[config.mk]
export PLATFORM = sky130hd
export DESIGN_NAME = ax25_frame_header_decoder_unit
export DESIGN_NICKNAME = d
export VERILOG_FILES = /design/src/rtl/ax25hd_pkg.sv /design/src/rtl/ax25_frame_header_decoder_unit.sv /design/src/rtl/ax25hd_decode.sv /design/src/rtl/ax25hd_result_fifo.sv
export VERILOG_INCLUDE_DIRS = /design/src /design/src/rtl
export SDC_FILE = /design/constraint.sdc
export NUM_CORES = 1
export LEC_CHECK = 0
export ABC_CLOCK_PERIOD_IN_PS = 2900
export BUFFER_PORTS_ARGS = -buffer_cell sky130_fd_sc_hd__buf_2
export CAP_MARGIN = 20
export CORE_MARGIN = 2
export CORE_UTILIZATION = 55
export CTS_BUF_LIST = sky130_fd_sc_hd__clkbuf_4 sky130_fd_sc_hd__clkbuf_8
export CTS_CLUSTER_DIAMETER = 200
export DETAILED_ROUTE_END_ITERATION = 12
export PLACE_DENSITY = 0.81
export REMOVE_ABC_BUFFERS = 1
export SLEW_MARGIN = 20
export SYNTH_ARGS = -nofsm -noshare
export SYNTH_HDL_FRONTEND = slang
export SYNTH_SLANG_ARGS = --single-unit
[constraint.sdc]
create_clock -name clk -period 2.9 [get_ports clk]
set_input_delay 0.29 -clock clk [delete_from_list [all_inputs] [get_ports clk]]
set_output_delay 0.29 -clock clk [all_outputs]
set_load 0.005 [all_outputs]
[src/rtl/assert_macros.svh]
// Assertion macros used by the result queue of the frame header decoder.
`ifndef ASSERT_MACROS_SVH
`define ASSERT_MACROS_SVH
`ifndef SYNTH
`define AX_ASSERT(label, prop, msg) \
    label: assert property (@(posedge clk) disable iff (!rst_n) (prop)) else $error(msg);
`define AX_ASSERT_NEXT(label, ante, cons, msg) \
    label: assert property (@(posedge clk) disable iff (!rst_n) (ante) |=> (cons)) \
        else $error(msg);
`else
`define AX_ASSERT(label, prop, msg)
`define AX_ASSERT_NEXT(label, ante, cons, msg)
`endif
`endif

[src/rtl/ax25hd_pkg.sv]
// Package with the shared types, codes and decode functions of the frame header decoder.
`timescale 1ns / 1ps

package ax25hd_pkg;

    localparam int MAX_ADDRESSES = 10;

    localparam int FIFO_DEPTH = 4;
    localparam int FIFO_PTR_W = $clog2(FIFO_DEPTH);
    localparam int FIFO_CNT_W = $clog2(FIFO_DEPTH + 1);
    localparam int FIFO_SUM_W = FIFO_CNT_W + 1;

    localparam logic [2:0] KIND_ADDR  = 3'd0;
    localparam logic [2:0] KIND_CTRL  = 3'd1;
    localparam logic [2:0] KIND_PID   = 3'd2;
    localparam logic [2:0] KIND_INFO  = 3'd3;
    localparam logic [2:0] KIND_ERROR = 3'd4;

    localparam logic [1:0] ERR_NONE      = 2'd0;
    localparam logic [1:0] ERR_COMMAND   = 2'd1;
    localparam logic [1:0] ERR_SHORT     = 2'd2;
    localparam logic [1:0] ERR_ADDR_OVER = 2'd3;

    localparam logic [1:0] FT_INFO  = 2'd0;
    localparam logic [1:0] FT_SUPER = 2'd1;
    localparam logic [1:0] FT_UNNUM = 2'd2;

    localparam logic [3:0] U_UI = 4'd6;

    typedef enum logic [2:0] {
        PH_CMD,
        PH_ADDR,
        PH_CTRL,
        PH_PID,
        PH_INFO,
        PH_DROP
    } phase_t;

    typedef struct packed {
        logic [2:0]  kind;
        logic [3:0]  addr_index;
        logic [47:0] callsign;
        logic [3:0]  ssid;
        logic        mark_bit;
        logic [1:0]  frame_type;
        logic [2:0]  send_seq;
        logic [2:0]  recv_seq;
        logic [3:0]  sub_code;
        logic [7:0]  data_byte;
        logic [1:0]  error_code;
        logic        last;
    } result_t;

    // Trailing blank characters at the low end of the callsign are cleared.
    function automatic logic [47:0] clear_trailing(input logic [47:0] v);
        logic [47:0] r;
        logic        run;
        logic [7:0]  c;
        r   = v;
        run = 1'b1;
        for (int k = 0; k < 6; k++)
        begin
            c = v[8*k +: 8];
            if (run && (c == 8'h00 || c == 8'h20 || (c >= 8'h09 && c <= 8'h0D)))
            begin
                r[8*k +: 8] = 8'h00;
            end
            else
            begin
                run = 1'b0;
            end
        end
        return r;
    endfunction

    function automatic logic [3:0] u_code(input logic [7:0] c);
        logic [4:0] v;
        logic [3:0] r;
        v = {c[7:5], c[3:2]};
        unique case (v)
            5'h0F:   r = 4'd0;
            5'h07:   r = 4'd1;
            5'h08:   r = 4'd2;
            5'h03:   r = 4'd3;
            5'h0C:   r = 4'd4;
            5'h11:   r = 4'd5;
            5'h00:   r = 4'd6;
            5'h17:   r = 4'd7;
            5'h1C:   r = 4'd8;
            default: r = 4'd9;
        endcase
        return r;
    endfunction

    function automatic logic [3:0] pid_class(input logic [7:0] p);
        logic [3:0] r;
        logic [7:0] m;
        m = p & 8'hCF;
        priority if (p == 8'hFF)
        begin
            r = 4'd14;
        end
        else if (p == 8'hF0)
        begin
            r = 4'd12;
        end
        else
        begin
            unique case (m)
                8'h01:   r = 4'd0;
                8'h06:   r = 4'd1;
                8'h07:   r = 4'd2;
                8'h08:   r = 4'd3;
                8'hC3:   r = 4'd4;
                8'hC4:   r = 4'd5;
                8'hCA:   r = 4'd6;
                8'hCB:   r = 4'd7;
                8'hCC:   r = 4'd8;
                8'hCD:   r = 4'd9;
                8'hCE:   r = 4'd10;
                8'hCF:   r = 4'd11;
                default: r = 4'd13;
            endcase
        end
        return r;
    endfunction

endpackage

[src/rtl/ax25_frame_header_decoder_unit.sv]
// Top level of the AX.25 frame header decoder: byte parser followed by a result queue.
// A result is written into the queue when its byte is accepted and is presented from the queue head.
// Throughput: one frame byte per cycle while in_stall is low; a byte that ends an address with an error
// yields two results, which enter the queue together and leave it one at a time.
// in_stall rises while three or more results wait in the four-entry queue.
// Reset (rst_n low, asynchronous) empties the queue and returns to the command byte.
`timescale 1ns / 1ps

module ax25_frame_header_decoder_unit
(
    input  logic        clk,
    input  logic        rst_n,
    input  logic        in_valid,
    output logic        in_stall,
    input  logic [7:0]  frame_byte,
    input  logic        frame_last,
    output logic        out_valid,
    input  logic        out_stall,
    output logic [2:0]  kind,
    output logic [3:0]  addr_index,
    output logic [47:0] callsign,
    output logic [3:0]  ssid,
    output logic        mark_bit,
    output logic [1:0]  frame_type,
    output logic [2:0]  send_seq,
    output logic [2:0]  recv_seq,
    output logic [3:0]  sub_code,
    output logic [7:0]  data_byte,
    output logic [1:0]  error_code,
    output logic        last
);

    ax25hd_pkg::result_t res0;
    ax25hd_pkg::result_t res1;
    ax25hd_pkg::result_t head;
    logic [1:0]          res_count;
    logic [1:0]          push_n;
    logic                accept;
    logic                pop;
    logic                no_room;

    assign in_stall = no_room;
    assign accept   = in_valid && !no_room;
    assign push_n   = accept ? res_count : 2'd0;
    assign pop      = out_valid && !out_stall;

    ax25hd_decode u_decode
    (
        .clk        (clk),
        .rst_n      (rst_n),
        .accept     (accept),
        .frame_byte (frame_byte),
        .frame_last (frame_last),
        .res0       (res0),
        .res1       (res1),
        .res_count  (res_count)
    );

    ax25hd_result_fifo u_fifo
    (
        .clk       (clk),
        .rst_n     (rst_n),
        .push0     (res0),
        .push1     (res1),
        .push_n    (push_n),
        .pop       (pop),
        .head      (head),
        .not_empty (out_valid),
        .no_room   (no_room)
    );

    assign kind       = head.kind;
    assign addr_index = head.addr_index;
    assign callsign   = head.callsign;
    assign ssid       = head.ssid;
    assign mark_bit   = head.mark_bit;
    assign frame_type = head.frame_type;
    assign send_seq   = head.send_seq;
    assign recv_seq   = head.recv_seq;
    assign sub_code   = head.sub_code;
    assign data_byte  = head.data_byte;
    assign error_code = head.error_code;
    assign last       = head.last;

endmodule

[src/rtl/ax25hd_decode.sv]
// Frame parser: phase state machine and per-byte result decode.
`timescale 1ns / 1ps

module ax25hd_decode
(
    input  logic               clk,
    input  logic               rst_n,
    input  logic               accept,
    input  logic [7:0]         frame_byte,
    input  logic               frame_last,
    output ax25hd_pkg::result_t res0,
    output ax25hd_pkg::result_t res1,
    output logic [1:0]         res_count
);

    ax25hd_pkg::phase_t phase_reg;
    ax25hd_pkg::phase_t phase_next;
    logic [2:0]         byte_cnt_reg;
    logic [2:0]         byte_cnt_next;
    logic [3:0]         addr_cnt_reg;
    logic [3:0]         addr_cnt_next;
    logic [47:0]        call_shift_reg;
    logic [47:0]        call_shift_next;
    logic               addr_limit;

    assign addr_limit = ({1'b0, addr_cnt_reg} + 5'd1) >= 5'(ax25hd_pkg::MAX_ADDRESSES);

    always_ff @(posedge clk or negedge rst_n)
    begin
        if (!rst_n)
        begin
            phase_reg      <= ax25hd_pkg::PH_CMD;
            byte_cnt_reg   <= 3'd0;
            addr_cnt_reg   <= 4'd0;
            call_shift_reg <= 48'd0;
        end
        else if (accept)
        begin
            phase_reg      <= phase_next;
            byte_cnt_reg   <= byte_cnt_next;
            addr_cnt_reg   <= addr_cnt_next;
            call_shift_reg <= call_shift_next;
        end
    end

    always_comb
    begin
        res0            = '0;
        res1            = '0;
        res_count       = 2'd0;
        phase_next      = phase_reg;
        byte_cnt_next   = byte_cnt_reg;
        addr_cnt_next   = addr_cnt_reg;
        call_shift_next = call_shift_reg;

        unique case (phase_reg)
            ax25hd_pkg::PH_CMD:
            begin
                if (frame_byte != 8'h00)
                begin
                    res0.kind       = ax25hd_pkg::KIND_ERROR;
                    res0.error_code = ax25hd_pkg::ERR_COMMAND;
                    res0.last       = 1'b1;
                    res_count       = 2'd1;
                    phase_next      = ax25hd_pkg::PH_DROP;
                end
                else
                begin
                    phase_next      = ax25hd_pkg::PH_ADDR;
                    byte_cnt_next   = 3'd0;
                    addr_cnt_next   = 4'd0;
                    call_shift_next = 48'd0;
                    if (frame_last)
                    begin
                        res0.kind       = ax25hd_pkg::KIND_ERROR;
                        res0.error_code = ax25hd_pkg::ERR_SHORT;
                        res0.last       = 1'b1;
                        res_count       = 2'd1;
                    end
                end
            end
            ax25hd_pkg::PH_ADDR:
            begin
                if (byte_cnt_reg < 3'd6)
                begin
                    call_shift_next = {call_shift_reg[39:0], 1'b0, frame_byte[7:1]};
                    byte_cnt_next   = byte_cnt_reg + 3'd1;
                    if (frame_last)
                    begin
                        res0.kind       = ax25hd_pkg::KIND_ERROR;
                        res0.error_code = ax25hd_pkg::ERR_SHORT;
                        res0.last       = 1'b1;
                        res_count       = 2'd1;
                    end
                end
                else
                begin
                    res0.kind       = ax25hd_pkg::KIND_ADDR;
                    res0.addr_index = addr_cnt_reg;
                    res0.callsign   = ax25hd_pkg::clear_trailing(call_shift_reg);
                    res0.ssid       = frame_byte[4:1];
                    res0.mark_bit   = frame_byte[7];
                    res_count       = 2'd1;
                    byte_cnt_next   = 3'd0;
                    call_shift_next = 48'd0;
                    if (frame_byte[0])
                    begin
                        phase_next = ax25hd_pkg::PH_CTRL;
                        if (frame_last)
                        begin
                            res1.kind       = ax25hd_pkg::KIND_ERROR;
                            res1.error_code = ax25hd_pkg::ERR_SHORT;
                            res1.last       = 1'b1;
                            res_count       = 2'd2;
                        end
                    end
                    else if (addr_limit)
                    begin
                        res1.kind       = ax25hd_pkg::KIND_ERROR;
                        res1.error_code = ax25hd_pkg::ERR_ADDR_OVER;
                        res1.last       = 1'b1;
                        res_count       = 2'd2;
                        phase_next      = ax25hd_pkg::PH_DROP;
                    end
                    else
                    begin
                        addr_cnt_next = addr_cnt_reg + 4'd1;
                        if (frame_last)
                        begin
                            res1.kind       = ax25hd_pkg::KIND_ERROR;
                            res1.error_code = ax25hd_pkg::ERR_SHORT;
                            res1.last       = 1'b1;
                            res_count       = 2'd2;
                        end
                    end
                end
            end
            ax25hd_pkg::PH_CTRL:
            begin
                res0.kind     = ax25hd_pkg::KIND_CTRL;
                res0.mark_bit = frame_byte[4];
                res_count     = 2'd1;
                phase_next    = ax25hd_pkg::PH_INFO;
                if (!frame_byte[0])
                begin
                    res0.frame_type = ax25hd_pkg::FT_INFO;
                    res0.send_seq   = frame_byte[3:1];
                    res0.recv_seq   = frame_byte[7:5];
                    phase_next      = ax25hd_pkg::PH_PID;
                end
                else if (!frame_byte[1])
                begin
                    res0.frame_type = ax25hd_pkg::FT_SUPER;
                    res0.recv_seq   = frame_byte[7:5];
                    res0.sub_code   = {2'b00, frame_byte[3:2]};
                end
                else
                begin
                    res0.frame_type = ax25hd_pkg::FT_UNNUM;
                    res0.sub_code   = ax25hd_pkg::u_code(frame_byte);
                    if (ax25hd_pkg::u_code(frame_byte) == ax25hd_pkg::U_UI)
                    begin
                        phase_next = ax25hd_pkg::PH_PID;
                    end
                end
            end
            ax25hd_pkg::PH_PID:
            begin
                res0.kind      = ax25hd_pkg::KIND_PID;
                res0.mark_bit  = frame_byte[5] ^ frame_byte[4];
                res0.sub_code  = ax25hd_pkg::pid_class(frame_byte);
                res0.data_byte = frame_byte;
                res_count      = 2'd1;
                if (frame_byte != 8'hFF)
                begin
                    phase_next = ax25hd_pkg::PH_INFO;
                end
            end
            ax25hd_pkg::PH_INFO:
            begin
                res0.kind      = ax25hd_pkg::KIND_INFO;
                res0.data_byte = (frame_byte >= 8'h20 && frame_byte <= 8'h7E) ?
                                 frame_byte : 8'h20;
                res_count      = 2'd1;
            end
            ax25hd_pkg::PH_DROP:
            begin
                phase_next = ax25hd_pkg::PH_DROP;
            end
            default:
            begin
                phase_next = ax25hd_pkg::PH_CMD;
            end
        endcase

        if (frame_last)
        begin
            if (res_count == 2'd1)
            begin
                res0.last = 1'b1;
            end
            if (res_count == 2'd2)
            begin
                res1.last = 1'b1;
            end
            phase_next      = ax25hd_pkg::PH_CMD;
            byte_cnt_next   = 3'd0;
            addr_cnt_next   = 4'd0;
            call_shift_next = 48'd0;
        end
    end

endmodule

[src/rtl/ax25hd_result_fifo.sv]
// Small result queue that takes up to two results a cycle and hands out one.
`timescale 1ns / 1ps

`include "assert_macros.svh"

module ax25hd_result_fifo
(
    input  logic                clk,
    input  logic                rst_n,
    input  ax25hd_pkg::result_t push0,
    input  ax25hd_pkg::result_t push1,
    input  logic [1:0]          push_n,
    input  logic                pop,
    output ax25hd_pkg::result_t head,
    output logic                not_empty,
    output logic                no_room
);

    ax25hd_pkg::result_t                  mem [ax25hd_pkg::FIFO_DEPTH];
    logic [ax25hd_pkg::FIFO_PTR_W-1:0]    wr_ptr_reg;
    logic [ax25hd_pkg::FIFO_PTR_W-1:0]    wr_ptr_next;
    logic [ax25hd_pkg::FIFO_PTR_W-1:0]    rd_ptr_reg;
    logic [ax25hd_pkg::FIFO_PTR_W-1:0]    rd_ptr_next;
    logic [ax25hd_pkg::FIFO_CNT_W-1:0]    count_reg;
    logic [ax25hd_pkg::FIFO_CNT_W-1:0]    count_next;
    logic [ax25hd_pkg::FIFO_PTR_W-1:0]    wr_ptr_inc;

    assign wr_ptr_inc = wr_ptr_reg + ax25hd_pkg::FIFO_PTR_W'(1);
    assign head       = mem[rd_ptr_reg];
    assign not_empty  = (count_reg != '0);
    // Room for two results must remain before a new request is taken.
    assign no_room    = count_reg > ax25hd_pkg::FIFO_CNT_W'(ax25hd_pkg::FIFO_DEPTH - 2);

    assign wr_ptr_next = wr_ptr_reg + ax25hd_pkg::FIFO_PTR_W'(push_n);
    assign rd_ptr_next = rd_ptr_reg + ax25hd_pkg::FIFO_PTR_W'(pop);
    assign count_next  = count_reg + ax25hd_pkg::FIFO_CNT_W'(push_n)
                       - ax25hd_pkg::FIFO_CNT_W'(pop);

    always_ff @(posedge clk or negedge rst_n)
    begin
        if (!rst_n)
        begin
            wr_ptr_reg <= '0;
            rd_ptr_reg <= '0;
            count_reg  <= '0;
        end
        else
        begin
            wr_ptr_reg <= wr_ptr_next;
            rd_ptr_reg <= rd_ptr_next;
            count_reg  <= count_next;
        end
    end

    always_ff @(posedge clk)
    begin
        if (push_n != 2'd0)
        begin
            mem[wr_ptr_reg] <= push0;
        end
        if (push_n == 2'd2)
        begin
            mem[wr_ptr_inc] <= push1;
        end
    end

    `AX_ASSERT(a_count_bound, count_reg <= ax25hd_pkg::FIFO_CNT_W'(ax25hd_pkg::FIFO_DEPTH), "result queue count exceeds its depth")
    `AX_ASSERT(a_no_overflow, ({1'b0, count_reg} + ax25hd_pkg::FIFO_SUM_W'(push_n)) <= (ax25hd_pkg::FIFO_SUM_W'(ax25hd_pkg::FIFO_DEPTH) + ax25hd_pkg::FIFO_SUM_W'(pop)), "result queue overflow")
    `AX_ASSERT(a_no_underflow, !pop || not_empty, "pop from an empty result queue")
    `AX_ASSERT_NEXT(a_pop_drains, pop && push_n == 2'd0, count_reg == $past(count_reg) - ax25hd_pkg::FIFO_CNT_W'(1), "pop without push did not reduce the count")

endmodule

==> results.md, run 1 <==
- Status: complete, no violations
- Post-place setup slack: 0.00409 ns
- Clk_lat worst skew: 0.63 ns
- Simple-gate portion of the synthesized area: 19.7%
- Largest net degree at the start of global routing: 159
- # placed instances: 2239
- Total Routing Usage GR: 30.0%
- Flops & latches, synth: 367
- Die outline width: 178 µm
- Synth top area cells: dfxtp_1, mux4_2, dfrtp_1
- Routed Antenna Nets: 0
- Slew @ Worst Pin: 0.907 ns
- Clock tree buffer depth: 3
- Crit Path Max Fanout: 52
- Rel. slew slack: 39.5%
- Mapped cell area: 16700 µm²
- # DRC: 0
- First-iteration detailed-routing DRC count: 1564
- Critical Path RT: 2.61 ns
- H-tree Lvls: 2
- Synth Flop Type: dfxtp_1
- DRT Wirelength: 47500 µm
- Footprint of the multi-input gates: 8200 µm²
- Worst reg2reg path depth: 11
- Critical path arrival: 2.49 ns
- Clock sink count: 367
- Final Worst Setup Slack: 0.123 ns
- Setup crit end kind: output pin
- Synth top area share: 34.9%
- Clock buffer count from CTS: 58
- Min Tclk post-route: 2.78 ns
- Peak supply drop: 0.624 mV
- Worst hold path class: in -> reg
- RSZ-0062 raised after global routing: false
- Distinct cells, synth: 82
- First-pass GRT wire length: 75900 µm
- DPL Wire Length: 29500 µm
- Fmax: 360 MHz
- Routed len/inst: 20.2 µm
- I/O pins: 98
- Antenna violations before repair: 2
- Layout Nets: 1940
- Register area share after synthesis: 46.6%
- Yosys warns: 0
- First-pass iteration count of the detailed router: 8
- Combinational family with the most area after synthesis: simple AND/OR/NAND/NOR gates
- Clk_skew: 0.0380 ns
- Initial Utilization: 56.2%
- Reg clk slew, reported paths: 0.06 ns
- Compound-gate portion of the synthesized area: 16.4%
- Top-count cell post-synth: nand2_1
- Adder-Cell Fraction of Synth Area: 1.09%
- Synth area leader: dfxtp_1
- Remaining global-route overflow: 0
- Max-slew violation count: 0
- Core ar.: 29800 µm²
- Die span in y: 178 µm
- Non-filler cells, final: 2354
- Final worst path period share: 95.8%
- EDFF count, synth: 16
- Async set or reset register ratio after synthesis: 16.1%
- Sequential cell area: 7810 µm²
- Critical Path Start Type: register
- Port Buf Inserts: 91
- PwrDens: 837 nW/µm²
- Fillers: 2363
- Proportion of layout cells with a drive suffix above 1: 20.2%
- Row count: 63
- Via count: 14.9k
- Die area: 31800 µm²
- Syn_area_per_cell: 9.05 µm²
- Max reg flops: 308
- Post-synth top cells: nand2_1, dfxtp_1, a21oi_1
- Post-synthesis xor/xnor area fraction: 0.314%
- Power Total: 16.1 mW
- Vias per cell: 6.31
- CTS tree: done
- GPL Wtd Cong: 0.951
- LEAKAGE: 7.46 nW
- Vias in the first global route: 14.7k
- Mux cell area share after synthesis: 10.9%
- CTS root buf: clkbuf_8
- WHS Path Cells: 3
- Final Hold Viols: 0
- Layout area overhead: 15.2%
- Critical path type: reg -> out
- MaxCap Viol Count: 0
- Gate Count Post-Synth: 1849
- Final Setup Violations: 0
-- repair_timing --
item | CTS | global route
pin swaps | 1 | 3
hold endpoints to repair | 19 | 0
resized for setup | 0 | 5
hold buffers | 2 | 0
setup endpoints to repair | 1 | 6
buffers inserted | 1 | 1
cloned | 0 | 0
-- worst max-delay path: stages (launching register included) --
cell     delay [ns]
dfrtp_4        1.02
buf_4          0.36
mux4_2         0.35
buf_2          0.15
-- report_power, final --
part / leakage, nW / total [mW] / internal, mW / switching, mW
Combinational: 3.44 / 4.93 / 2.00 / 2.94
Clock: 0.716 / 4.97 / 2.86 / 2.11
Sequential: 3.31 / 6.23 / 5.67 / 0.563
-- area by class of cell --
cell class / instances / area share [%]
sequential: 367 / 40.5
multi-input combinational: 1287 / 42.5
tap: 390 / 2.53
clock inverter: 14 / 0.688
inverter: 25 / 0.487
clock buffer: 96 / 6.37
timing repair buffer: 174 / 6.83
antenna: 1 / 0.0130
-- per-layer routing --
metal  GRT usage, %  vias up  routed length (µm)
met5              0        -                   0
met4           12.4        0                1490
met3           4.86      125                3990
met2           50.0      763               23100
met1           38.8     7220               18900
li1               -     6747                   -
-- placed cells by master, fill, tap and decap left out, drive strengths merged, types with 7 or more instances in the layout --
cell,n
nor4,7
o211ai,10
dfxtp,292
clkbuf,96
buf,172
inv,26
dfrtp,59
nand3,99
o22ai,12
a32o,10
and3,14
a21oi,217
mux4,77
nand4,26
nor2b,9
edfxtp,16
nor2,162
a211oi,23
clkinv,8
nand2b,7
o2bb2ai,7
nor3,18
or3,8
a32oi,35
o31ai,11
ha,13
nand2,349
o21ai,71
-- per-stage QoR --
| step | cell area, µm² | hold slack, ns | TNS [ns] | util, % |
|---|---|---|---|---|
| after detailed placement | 17900 | 0.284 | 0 | 59.9 |
| after CTS | 19200 | 0.00450 | 0 | 64.6 |
| after floorplan | 16000 | -0.00559 | -1250.54 | - |
| after global routing | 19300 | 0.0624 | 0 | 64.7 |
| final | 19300 | 0.0447 | 0 | 64.7 |
| after global placement | 17900 | 0.277 | 0 | 59.9 |
-- logic make-up after synthesis --
kind of cell,Yosys count
adders and majority gates,14
other,1
AOI/OAI and AO/OA,444
xor gates and xnor gates,6
muxes,86
DFF,367
and+or+nand+nor,731
buffers and inverters,200
-- worst paths after layout --
path,startpoint,to,slack (ns)
setup / recovery,u_fifo.rd_ptr_reg[1],callsign[17],0.12
hold / removal,frame_byte[5],u_decode.call_shift_reg[4],0.04
setup reg to reg,u_decode.addr_cnt_reg[1],u_fifo.count_reg[2],0.14
hold reg to reg,u_fifo.mem[1][61],u_fifo.mem[1][61],0.45
max in group asynchronous,rst_n,u_fifo.count_reg[0],1.95
min in group asynchronous,rst_n,u_decode.call_shift_reg[5],0.19
(Power assumes the default switching activity.)
==> inputs of run 2 (changes only) <==
CORE_UTILIZATION = 57   (was 55)
PLACE_DENSITY = 0.83   (was 0.81)
==> results.md, run 2 (synthesis gave the netlist of run 1 again) <==
- Setup tns final: 0 ns (unchanged)
- Hold Startpoint: frame_byte[5]
- Routed Antenna Nets: 0 (unchanged)
- MaxCap Viol Count: 0 (unchanged)
- Proportion of layout cells with a drive suffix above 1: 20.1% (-0.061 points)
- First-pass iteration count of the detailed router: 7 (-1)
- Non-filler cells, final: 2349 (-0.21%)
- Reg clk slew, reported paths: 0.06 ns (about the same)
- Final Hold Viols: 0 (unchanged)
- Via count: 14.9k (+0.44%)
- Total Routing Usage GR: 31.4% (+1.5 points)
- I/O pins: 98 (unchanged)
- Most common cell after layout, fill and taps aside: nand2_1
- Critical Path RT: 3.37 ns (+0.76 ns)
- Core ar.: 28800 µm² (-3.4%)
- Setup crit end kind: register
- Rel. slew slack: 37.1% (-2.4 points)
- Most frequent cells in the layout: nand2_1, dfxtp_1, a21oi_1
- Cell Chain, Critical Path: inv_1 -> ha_1 -> nor2b_1 -> a221oi_2 -> a21oi_2 -> nor2_2 -> inv_2 -> ha_1 -> fa_2 -> xor2_2 -> xnor2_1
- Clk_skew: 0.0283 ns (-0.00963 ns)
- Max stage delay on crit path: 0.41 ns (-0.61 ns)
- Port Buf Inserts: 91 (unchanged)
- Cell mode on critical path: ha_1
- Clock buffer count from CTS: 57 (-1.7%)
- Critical Path Start Type: register
- LEAKAGE: 7.42 nW (-0.59%)
- Critical path arrival: 3.24 ns (+0.75 ns)
- Crit Path Max Fanout: 6 (-88%)
- Max stage delay cell, worst path: dfrtp_2
- WHS Path Cells: 3 (unchanged)
- Status: complete, no violations
- Clock tree buffer depth: 3 (unchanged)
- GPL Wtd Cong: 0.967 (+1.7%)
- Remaining global-route overflow: 0 (unchanged)
- Final worst path period share: 95.4% (-0.39 points)
- Setup slack, reg-to-reg: 0.13 ns (about the same)
- Clk_lat worst skew: 0.60 ns (-0.03 ns)
- CTS tree: done
- Critical path type: reg -> reg
- Max reg flops: 308 (unchanged)
- Final Setup Violations: 0 (unchanged)
- Worst hold path class: in -> reg
- # placed instances: 2236 (-0.13%)
- Vias per cell: 6.35 (+0.66%)
- Buf/Inv on CP: 2 (unchanged)
- Max-slew violation count: 0 (unchanged)
- Die span in y: 175 µm (-1.7%)
- Antenna violations before repair: 1 (-1)
- CP delay by family, top: adder cells
- H-tree Lvls: 2 (unchanged)
- Vias in the first global route: 15.2k (+3.4%)
- Largest net degree at the start of global routing: 131 (-18%)
- Layout Nets: 1945 (+0.26%)
- Layout area overhead: 14.4%
- Fmax: 361 MHz (+0.40%)
- Die outline width: 175 µm (-1.7%)
- Clock sink count: 367 (unchanged)
- Worst reg2reg path depth: 11 (unchanged)
- Routed len/inst: 20.4 µm (+0.93%)
- PwrDens: 826 nW/µm² (-1.4%)
- Reg-to-Reg End: u_fifo.count_reg[2]
- First-iteration detailed-routing DRC count: 1825 (+17%)
- DRT Wirelength: 47900 µm (+0.71%)
- Min Tclk post-route: 2.77 ns (-0.0112 ns)
- First-pass GRT wire length: 78100 µm (+2.9%)
- # DRC: 0 (unchanged)
- Die area: 30700 µm² (-3.4%)
- RR Startpoint: u_decode.addr_cnt_reg[1]
- CTS root buf: clkbuf_8
- DPL Wire Length: 30100 µm (+2.0%)
- Initial Utilization: 58.1% (+2.0 points)
- Power Total: 15.8 mW (-2.0%)
- Peak supply drop: 0.656 mV (+5.1%)
- Worst Hold End: u_decode.call_shift_reg[4]
- Slew @ Worst Pin: 0.937 ns (+0.0294 ns)
- Row count: 62 (-1.6%)
[run 2: cell types whose count changed in the layout (fill, tap and decap cells not counted), sizes merged]
cell	previous run	this run
bufinv	2	1
clkbuf	96	93
inv	26	24
buf	172	178
clkinv	8	10
clkinvlp	3	2
[run 2: final cells by class]
class / instances / area (µm²)
Antenna cell: 1 / 2.50
Clock buffer: 93 / 1150
Clock inverter: 12 / 86.3
Fill cell: 2224 / 9640
Inverter: 25 / 93.8
Multi-Input combinational cell: 1287 / 8200
Sequential cell: 367 / 7810
Tap cell: 384 / 480
Timing Repair Buffer: 180 / 1320
[run 2: worst max path at each step]
stage                                         from                  end  slack (ns)  depth (start not counted)
after floorplan              u_decode.phase_reg[0]     u_fifo.mem[0][0]       -4.37                          6
after global placement    u_decode.addr_cnt_reg[1]  u_fifo.count_reg[2]        0.14                         11
after detailed placement  u_decode.addr_cnt_reg[1]  u_fifo.count_reg[2]       0.009                         11
after CTS                 u_decode.addr_cnt_reg[1]  u_fifo.count_reg[2]        0.04                         11
after global routing      u_decode.addr_cnt_reg[1]  u_fifo.count_reg[2]      -0.002                         11
final                     u_decode.addr_cnt_reg[1]  u_fifo.count_reg[2]        0.13                         11
[run 2: tightest hold or removal path: stages]
cell     delay (ns)
buf_2          0.11
inv_1          0.12
o31ai_1        0.10
[run 2: per-layer routing]
metal / part of all wire, % / up-vias / track usage, %
li1: - / 6723 / -
met1: 39 / 7118 / 40.7
met2: 47 / 919 / 51.1
met3: 10 / 161 / 5.87
met4: 3.6 / 0 / 15.0
met5: 0 / - / 0
[run 2: where the power goes]
group          switching, mW  internal (mW)
Combinational           2.98           1.99
Clock                   2.01           2.60
Sequential             0.564           5.67
Total                   5.55           10.3
[run 2: metrics by stage]
stage | area, µm² | utilization [%] | setup WS, ns | hold slack, ns
global route | 19100 | 66.5 | -0.00210 | 0.0862
detailed placement | 17800 | 62.0 | 0.00864 | 0.390
floorplan | 16000 | - | -4.37 | -0.00559
global placement | 17800 | 62.0 | 0.143 | 0.369
finish | 19100 | 66.5 | 0.134 | 0.0729
CTS | 19100 | 66.4 | 0.0372 | 0.0434
[run 2: repair_timing]
item | 4_1_cts | 5_1_grt
hold buffers | 2 | 0
pin swaps | 1 | 2
buffers inserted | 1 | 4
setup endpoints to repair | 1 | 1
hold endpoints to repair | 30 | 0
resized for setup | 1 | 3
